File: src/sv/twmd_pkg.sv
// shared types and constants for the three-way descending merge
package twmd_pkg;

    localparam int NUM_LISTS = 3;
    localparam int LIST_DEPTH_DEF = 16;
    localparam int DATA_W = 32;
    localparam int ID_W = 2;
    localparam int LIMIT_W = 6;

    localparam logic [LIMIT_W-1:0] MAX_OUT = 6'd48;
    localparam logic [LIMIT_W-1:0] LIMIT_RESET = 6'd48;

    typedef struct packed {
        logic load;
        logic step;
        logic last;
        logic clear;
    } t_cmd;

    typedef struct packed {
        logic any_valid;
        logic remain_one;
        logic out_free;
    } t_stat;

endpackage

File: src/sv/three_way_merge_descending_top.sv
// top level of the three-way descending merge
// Words on the input stream are appended to list 0, 1 or 2 (tuser) back
// to back while the input is ready; a word with tlast set is stored and
// starts the merge. After a prime state that primes the bank read registers,
// the merge emits one result per cycle whenever the output register is free,
// the rate being set by the single registered read port of each list bank
// and the one-word output register. The input is not ready during the
// merge. Each list holds LIST_DEPTH words; further words are dropped and
// flagged on every result of the batch.
module three_way_merge_descending_top #(
    parameter int LIST_DEPTH = twmd_pkg::LIST_DEPTH_DEF
) (
    input  logic                         i_clk,
    input  logic                         i_rst_n,
    input  logic                         s_axis_tvalid,
    output logic                         s_axis_tready,
    input  logic [31:0]                  s_axis_tdata,  // elem_value
    input  logic                         s_axis_tlast,  // start_merge
    input  logic [1:0]                   s_axis_tuser,  // list_id
    output logic                         m_axis_tvalid,
    input  logic                         m_axis_tready,
    output logic [31:0]                  m_axis_tdata,  // merged_value
    output logic                         m_axis_tlast,  // last_of_run
    output logic [2:0]                   m_axis_tuser,  // source_list, dropped
    input  logic                         i_cfg_we,
    input  logic [twmd_pkg::LIMIT_W-1:0] i_cfg_wdata   // out_limit
);

    twmd_pkg::t_cmd  w_cmd;
    twmd_pkg::t_stat w_stat;
    logic            w_dropped;
    logic [1:0]      w_src;

    twmd_ctrl u_ctrl (
        .i_clk      (i_clk),
        .i_rst_n    (i_rst_n),
        .i_in_valid (s_axis_tvalid),
        .i_in_last  (s_axis_tlast),
        .i_cfg_we   (i_cfg_we),
        .i_cfg_wdata(i_cfg_wdata),
        .i_stat     (w_stat),
        .o_in_ready (s_axis_tready),
        .o_cmd      (w_cmd)
    );

    twmd_dpath #(
        .LIST_DEPTH(LIST_DEPTH)
    ) u_dpath (
        .i_clk        (i_clk),
        .i_rst_n      (i_rst_n),
        .i_cmd        (w_cmd),
        .i_in_id      (s_axis_tuser),
        .i_in_data    (s_axis_tdata),
        .i_out_ready  (m_axis_tready),
        .o_stat       (w_stat),
        .o_out_valid  (m_axis_tvalid),
        .o_out_data   (m_axis_tdata),
        .o_out_src    (w_src),
        .o_out_dropped(w_dropped),
        .o_out_last   (m_axis_tlast)
    );

    assign m_axis_tuser = {w_dropped, w_src};

    a_no_load_in_merge: assert property (@(posedge i_clk) disable iff (!i_rst_n)
        w_cmd.step |-> !s_axis_tready)
        else $error("input ready during merge step");

    a_step_needs_slot: assert property (@(posedge i_clk) disable iff (!i_rst_n)
        w_cmd.step |-> w_stat.out_free)
        else $error("merge step with output register full");

    a_step_gives_word: assert property (@(posedge i_clk) disable iff (!i_rst_n)
        w_cmd.step |=> m_axis_tvalid)
        else $error("merge step lost its output word");

    a_clear_empties: assert property (@(posedge i_clk) disable iff (!i_rst_n)
        w_cmd.clear |=> !w_stat.any_valid)
        else $error("lists not empty after batch clear");

endmodule

File: src/sv/twmd_bank.sv
// one list bank: single write port, registered read port
module twmd_bank #(
    parameter int DEPTH = twmd_pkg::LIST_DEPTH_DEF,
    parameter int AW = 4
) (
    input  logic                        i_clk,
    input  logic                        i_we,
    input  logic [AW-1:0]               i_waddr,
    input  logic [twmd_pkg::DATA_W-1:0] i_wdata,
    input  logic [AW-1:0]               i_raddr,
    output logic [twmd_pkg::DATA_W-1:0] o_rdata
);

    logic [twmd_pkg::DATA_W-1:0] r_mem [DEPTH];
    logic [twmd_pkg::DATA_W-1:0] r_rdata;

    always_ff @(posedge i_clk) begin
        if (i_we) begin
            r_mem[i_waddr] <= i_wdata;
        end
        r_rdata <= r_mem[i_raddr];
    end

    assign o_rdata = r_rdata;

endmodule

File: src/sv/twmd_ctrl.sv
// merge controller: load, prime and merge sequencing, limit register
module twmd_ctrl (
    input  logic                         i_clk,
    input  logic                         i_rst_n,
    input  logic                         i_in_valid,
    input  logic                         i_in_last,
    input  logic                         i_cfg_we,
    input  logic [twmd_pkg::LIMIT_W-1:0] i_cfg_wdata,
    input  twmd_pkg::t_stat              i_stat,
    output logic                         o_in_ready,
    output twmd_pkg::t_cmd               o_cmd
);

    localparam logic [1:0] ST_LOAD  = 2'd0;
    localparam logic [1:0] ST_PRIME = 2'd1;
    localparam logic [1:0] ST_MERGE = 2'd2;

    logic [1:0]                   r_state, n_state;
    logic [twmd_pkg::LIMIT_W-1:0] r_out_limit;
    logic [twmd_pkg::LIMIT_W-1:0] r_lim, n_lim;
    logic [twmd_pkg::LIMIT_W-1:0] r_emit, n_emit;
    logic                         w_done;

    assign o_in_ready = (r_state == ST_LOAD);
    assign w_done = (r_emit == r_lim) || !i_stat.any_valid;

    always_comb begin
        n_state = r_state;
        n_lim = r_lim;
        n_emit = r_emit;
        o_cmd = '0;
        case (r_state)
            ST_LOAD: begin
                o_cmd.load = i_in_valid;
                if (i_in_valid && i_in_last) begin
                    n_state = ST_PRIME;
                end
            end
            ST_PRIME: begin
                n_emit = '0;
                n_lim = (r_out_limit > twmd_pkg::MAX_OUT) ? twmd_pkg::MAX_OUT : r_out_limit;
                n_state = ST_MERGE;
            end
            ST_MERGE: begin
                if (w_done) begin
                    o_cmd.clear = 1'b1;
                    n_state = ST_LOAD;
                end else if (i_stat.out_free) begin
                    o_cmd.step = 1'b1;
                    o_cmd.last = i_stat.remain_one ||
                                 ((r_emit + twmd_pkg::LIMIT_W'(1)) == r_lim);
                    n_emit = r_emit + twmd_pkg::LIMIT_W'(1);
                    if (o_cmd.last) begin
                        o_cmd.clear = 1'b1;
                        n_state = ST_LOAD;
                    end
                end
            end
            default: begin
                n_state = ST_LOAD;
            end
        endcase
    end

    always_ff @(posedge i_clk) begin
        if (!i_rst_n) begin
            r_state <= ST_LOAD;
            r_out_limit <= twmd_pkg::LIMIT_RESET;
            r_lim <= '0;
            r_emit <= '0;
        end else begin
            r_state <= n_state;
            r_lim <= n_lim;
            r_emit <= n_emit;
            if (i_cfg_we) begin
                r_out_limit <= i_cfg_wdata;
            end
        end
    end

endmodule

File: src/sv/twmd_dpath.sv
// merge datapath: list banks, counts, read pointers, head compare, output register
module twmd_dpath #(
    parameter int LIST_DEPTH = twmd_pkg::LIST_DEPTH_DEF
) (
    input  logic                        i_clk,
    input  logic                        i_rst_n,
    input  twmd_pkg::t_cmd              i_cmd,
    input  logic [twmd_pkg::ID_W-1:0]   i_in_id,
    input  logic [twmd_pkg::DATA_W-1:0] i_in_data,
    input  logic                        i_out_ready,
    output twmd_pkg::t_stat             o_stat,
    output logic                        o_out_valid,
    output logic [twmd_pkg::DATA_W-1:0] o_out_data,
    output logic [twmd_pkg::ID_W-1:0]   o_out_src,
    output logic                        o_out_dropped,
    output logic                        o_out_last
);

    localparam int CNT_W = $clog2(LIST_DEPTH + 1);
    localparam int AW = (LIST_DEPTH > 1) ? $clog2(LIST_DEPTH) : 1;
    localparam int SUM_W = CNT_W + 2;

    logic [CNT_W-1:0]              r_cnt [twmd_pkg::NUM_LISTS];
    logic [CNT_W-1:0]              n_cnt [twmd_pkg::NUM_LISTS];
    logic [CNT_W-1:0]              r_ptr [twmd_pkg::NUM_LISTS];
    logic [CNT_W-1:0]              n_ptr [twmd_pkg::NUM_LISTS];
    logic                          r_ovf, n_ovf;
    logic [twmd_pkg::NUM_LISTS-1:0] w_we;
    logic [twmd_pkg::NUM_LISTS-1:0] w_head_v;
    logic [twmd_pkg::DATA_W-1:0]   w_rdata [twmd_pkg::NUM_LISTS];
    logic                          w_found;
    logic [twmd_pkg::ID_W-1:0]     w_win;
    logic [twmd_pkg::DATA_W-1:0]   w_best;
    logic [SUM_W-1:0]              w_remain;

    logic                          r_out_valid;
    logic [twmd_pkg::DATA_W-1:0]   r_out_data;
    logic [twmd_pkg::ID_W-1:0]     r_out_src;
    logic                          r_out_dropped;
    logic                          r_out_last;

    genvar g;
    generate
        for (g = 0; g < twmd_pkg::NUM_LISTS; g++) begin : g_bank
            twmd_bank #(
                .DEPTH(LIST_DEPTH),
                .AW   (AW)
            ) u_bank (
                .i_clk  (i_clk),
                .i_we   (w_we[g]),
                .i_waddr(r_cnt[g][AW-1:0]),
                .i_wdata(i_in_data),
                .i_raddr(n_ptr[g][AW-1:0]),
                .o_rdata(w_rdata[g])
            );
            assign w_head_v[g] = (r_ptr[g] < r_cnt[g]);
        end
    endgenerate

    // largest head, higher list wins ties
    always_comb begin
        w_found = 1'b0;
        w_win = '0;
        w_best = '0;
        for (int l = 0; l < twmd_pkg::NUM_LISTS; l++) begin
            if (w_head_v[l] && (!w_found || !($signed(w_best) > $signed(w_rdata[l])))) begin
                w_found = 1'b1;
                w_win = twmd_pkg::ID_W'(l);
                w_best = w_rdata[l];
            end
        end
    end

    always_comb begin
        w_remain = '0;
        for (int l = 0; l < twmd_pkg::NUM_LISTS; l++) begin
            w_remain = w_remain + SUM_W'(r_cnt[l] - r_ptr[l]);
        end
    end

    always_comb begin
        n_ovf = r_ovf;
        w_we = '0;
        for (int l = 0; l < twmd_pkg::NUM_LISTS; l++) begin
            n_cnt[l] = r_cnt[l];
            n_ptr[l] = r_ptr[l];
            if (i_cmd.load && (i_in_id == twmd_pkg::ID_W'(l))) begin
                if (r_cnt[l] < CNT_W'(LIST_DEPTH)) begin
                    w_we[l] = 1'b1;
                    n_cnt[l] = r_cnt[l] + CNT_W'(1);
                end else begin
                    n_ovf = 1'b1;
                end
            end
            if (i_cmd.step && (w_win == twmd_pkg::ID_W'(l))) begin
                n_ptr[l] = r_ptr[l] + CNT_W'(1);
            end
            if (i_cmd.clear) begin
                n_cnt[l] = '0;
                n_ptr[l] = '0;
            end
        end
        if (i_cmd.clear) begin
            n_ovf = 1'b0;
        end
    end

    always_ff @(posedge i_clk) begin
        if (!i_rst_n) begin
            for (int l = 0; l < twmd_pkg::NUM_LISTS; l++) begin
                r_cnt[l] <= '0;
                r_ptr[l] <= '0;
            end
            r_ovf <= 1'b0;
            r_out_valid <= 1'b0;
        end else begin
            r_cnt <= n_cnt;
            r_ptr <= n_ptr;
            r_ovf <= n_ovf;
            if (i_cmd.step) begin
                r_out_valid <= 1'b1;
            end else if (i_out_ready) begin
                r_out_valid <= 1'b0;
            end
        end
    end

    always_ff @(posedge i_clk) begin
        if (i_cmd.step) begin
            r_out_data <= w_best;
            r_out_src <= w_win;
            r_out_dropped <= r_ovf;
            r_out_last <= i_cmd.last;
        end
    end

    assign o_stat.any_valid = w_found;
    assign o_stat.remain_one = (w_remain == SUM_W'(1));
    assign o_stat.out_free = !r_out_valid || i_out_ready;

    assign o_out_valid = r_out_valid;
    assign o_out_data = r_out_data;
    assign o_out_src = r_out_src;
    assign o_out_dropped = r_out_dropped;
    assign o_out_last = r_out_last;

endmodule
File: config.mk
export PLATFORM = sky130hd
export DESIGN_NAME = three_way_merge_descending_top
export DESIGN_NICKNAME = d
export VERILOG_FILES = /design/src/sv/twmd_pkg.sv /design/src/sv/three_way_merge_descending_top.sv /design/src/sv/twmd_bank.sv /design/src/sv/twmd_ctrl.sv /design/src/sv/twmd_dpath.sv
export SDC_FILE = /design/constraint.sdc
export NUM_CORES = 2
export LEC_CHECK = 0
export BUFFER_PORTS_ARGS = -buffer_cell sky130_fd_sc_hd__buf_2
export CORE_ASPECT_RATIO = 0.6
export CORE_MARGIN = 2
export CORE_UTILIZATION = 57
export CTS_BUF_LIST = sky130_fd_sc_hd__clkbuf_16
export DETAILED_ROUTE_END_ITERATION = 10
export HOLD_SLACK_MARGIN = 0.08
export PLACE_DENSITY_LB_ADDON = 0.25
export SYNTH_ARGS = -nofsm -noshare
export SYNTH_HDL_FRONTEND = slang
export SYNTH_HIERARCHICAL = 1
export SYNTH_SLANG_ARGS = --single-unit
File: constraint.sdc
create_clock -name i_clk -period 6.74 [get_ports i_clk]
set_input_delay 0.337 -clock i_clk [delete_from_list [all_inputs] [get_ports i_clk]]
set_output_delay 0.337 -clock i_clk [all_outputs]
set_load 0.03 [all_outputs]
==> flow_metrics.env <==
export IMPL_cp_slowest_cell="mux4_2"
export IMPL_vias_per_cell=6.67
export IMPL_synth_area_leader_cell="edfxtp_1"
export IMPL_fin_crit_sh_pct=112
export IMPL_start_kind="flop"
export IMPL_synthArstFlopShare_pct=0
export IMPL_dpl_cell_area_sq_um=71800
export IMPL_overflow=0
export IMPL_yosysMostFrequentCell="edfxtp_1"
export IMPL_hold_class="in -> reg"
export IMPL_final_layout_size_suffix_gt1_share_pct=36.0
export IMPL_max_cap_viol_count=0
export IMPL_core_sq_um=117000
export IMPL_yosys_top_cells_count="1,572 x edfxtp_1, 384 x mux4_2, 197 x a22oi_1"
export IMPL_synth_top_cell_area_share_pct=70.6
export IMPL_leakage_nw=26.4
export IMPL_grt_max_degree=49
export IMPL_netlist_instances=3351
export IMPL_crit_required_ps=7410
export IMPL_crit_type="reg -> reg"
export IMPL_fmax_mhz=133
export IMPL_synth_area_per_cell_sq_um=20.0
export IMPL_syn_num_nets=3498
export IMPL_irDropWorstVdd_uv=268
export IMPL_failed_checks="negative setup slack"
export IMPL_clk_pin_slew_ps=70
export IMPL_setup_violations=96
export IMPL_cp_end_kind="flop"
export IMPL_antenna_left=0
export IMPL_dr_pass1_iters=6
export IMPL_worst_ep_arrival_time_ps=8210
export IMPL_gp_congestion=0.917
export IMPL_wl_per_cell_um=32.8
export IMPL_grt_pass1_vias=35700
export IMPL_relSlewSlack_pct=18.1
export IMPL_antenna_found_initial=12
export IMPL_cts_root_buf="clkbuf_16"
export IMPL_fin_skew_ps=31.1
export IMPL_drt_total_wl_um=181000
export IMPL_fp_dieH_um=269
export IMPL_dieArea_sq_um=120000
export IMPL_nFillCells=6929
export IMPL_dp_worst_setup_slack_ps=-897
export IMPL_cts_made_buffers=148
export IMPL_drv_slew=0
export IMPL_finalCriticalPeriod_ps=7540
export IMPL_grt_pass1_wl_um=251000
export IMPL_start_util_pct=57.4
export IMPL_io_pins=84
export IMPL_synth_edf_count=1572
export IMPL_drt_iter0_markers=5833
export IMPL_die_w_um=446
export IMPL_status="finished with violations"
export IMPL_yosysUniqueCellTypes=70
export IMPL_cts_htree_levels=4
export IMPL_cts_tree="done"
export IMPL_slowest_delay_ps=530
export IMPL_clk_latency_ps=790
export IMPL_syn_cell_area_sq_um=66900
export IMPL_post_route_drc_count=0
export IMPL_p_per_area_nw_per_um2=260
export IMPL_portBuffers=83
export IMPL_ctsLongestPathBuffers=3
export IMPL_post_route_cell_area_sq_um=80300
export IMPL_hpwl_um=103000
export IMPL_multi_input_area_sq_um=17100
export IMPL_utilization_pct=68.9
export IMPL_ys_ff_latch=1720
export IMPL_seqCellArea_sq_um=50200
export IMPL_grt_setup_unrepaired="true"
export IMPL_synth_ff_type="edfxtp_1"
export IMPL_final_nets=4013
export IMPL_num_rows=97
export IMPL_syn_to_final_growth_pct=20.1
export IMPL_max_slew_worst_pin_slew_ps=1220
export IMPL_cpMostUsedCell="buf_12"
export IMPL_clkSinkCount=1720
export IMPL_yosys_top_cells_area="edfxtp_1 71%, mux4_2 13%, dfxtp_1 4.4%"
export IMPL_yosysSeqAreaShare_pct=75.0
export IMPL_track_usage_pct=29.3
export IMPL_vias=36900
export IMPL_yosysWarningCount=6
export IMPL_setup_ws_ps=-804
export IMPL_final_hold_viol_count=0
export IMPL_path_max_fanout=8
-- cells in the final DEF, fill, tap and decap left out, types with 20 or more instances in the layout --
cell type	count
nand4_1	28
mux2_2	32
buf_4	234
ha_1	82
buf_8	20
mux4_2	384
nand3_1	21
clkbuf_16	174
dfxtp_1	146
and2_1	31
buf_6	46
a22oi_1	43
o21ai_1	24
buf_12	80
nor2_4	43
inv_1	132
clkinv_1	35
buf_16	20
edfxtp_1	1572
a22oi_2	154
nor2_1	61
clkinv_2	21
a21oi_1	44
buf_2	83
nand2_1	127
o21ai_0	39
-- path summary, 6_finish.rpt --
check	start	end	slack [ps]	cells after the start
worst min register to register	u_dpath/r_ovf	u_dpath/o_out_dropped	470	0
worst min-delay path	s_axis_tuser[1]	u_dpath/r_ovf	120	5
worst max-delay path	u_dpath/r_cnt[10]	u_dpath/g_bank[1].u_bank/o_rdata[19]	-800	38
worst max register to register	u_dpath/r_cnt[10]	u_dpath/g_bank[1].u_bank/o_rdata[19]	-800	38
-- through the flow --
stage | setup TNS (ps) | instances | hold WS (ps) | total power, mW
global placement | -57940 | 5105 | 438 | 12.4
CTS | -52900 | 5445 | 86.7 | 20.9
detailed placement | -72890 | 5105 | 455 | 12.5
floorplan | 0 | 3351 | 410 | 12.1
finish | -67240 | 5527 | 124 | 20.9
global route | -85910 | 5525 | 118 | 21.4
-- sequential cells by signal, indices dropped and copies added, names as in the netlist --
| register | cells |
|---|---|
| u_ctrl/r_emit | 6 |
| u_ctrl/r_lim | 6 |
| u_ctrl/r_out_limit | 6 |
| u_ctrl/r_state | 2 |
| u_dpath/g_bank.u_bank/o_rdata | 96 |
| u_dpath/g_bank.u_bank/r_mem | 1536 |
| u_dpath/o_out_data | 32 |
| u_dpath/o_out_dropped | 1 |
| u_dpath/o_out_last | 1 |
| u_dpath/o_out_src | 2 |
| u_dpath/o_out_valid | 1 |
| u_dpath/r_cnt | 15 |
| u_dpath/r_ovf | 1 |
| u_dpath/r_ptr | 15 |
-- final cells by class --
class	count	share of cell area, %
flip-flops and latches	1720	62.5
clock inverters	123	1.25
multi-input cells	1371	21.3
clock buffers	152	4.74
repair buffers	524	7.33
inverters	101	0.472
well taps	1534	2.39
diodes	2	0.00623
-- report_power, final --
group	total, mW	internal (mW)	switching (mW)
logic	0.616	0.211	0.405
registers	11.7	11.7	0.0380
clock network	8.52	4.66	3.86
total	20.9	16.6	4.30
-- cells by family (layout without fill, tap and decap cells) --
kind of cell,after synthesis,count (layout),synth area share (%)
buffers and inverters,262,900,1.84
other,0,2,0
adder cells (fa/ha/maj),101,101,2.00
AND/OR/NAND/NOR,412,413,2.98
XOR/XNOR,35,35,0.458
flip-flops,1720,1720,75.0
multiplexers,430,430,13.7
AO/OA/AOI/OAI,391,392,4.00
-- layer usage --
metal | share of wire [%] | global-route usage [%] | up-vias
met2 | 44 | 42.5 | 2433
met3 | 12 | 6.05 | 277
met1 | 41 | 46.3 | 19400
li1 | - | - | 14800
met5 | 0 | 0 | -
met4 | 2.2 | 7.09 | 0
-- worst max-delay path: cells and delay by family (launching register included) --
family / cells / cell delay, ps
AND/OR/NAND/NOR: 11 / 2180
buffers and inverters: 12 / 1640
AO/OA/AOI/OAI: 10 / 1620
adder cells (fa/ha/maj): 4 / 1070
multiplexers: 1 / 530
flip-flops: 1 / 340
-- repair_timing --
item | CTS | global route
setup endpoints to repair | 96 | 96
gates cloned | 11 | 25
gates resized for setup | 150 | 254
hold buffers | 19 | 0
hold endpoints to repair | 16 | 0
setup buffers | 35 | 62
pin swaps | 37 | 142
(Power assumes the default switching activity.)
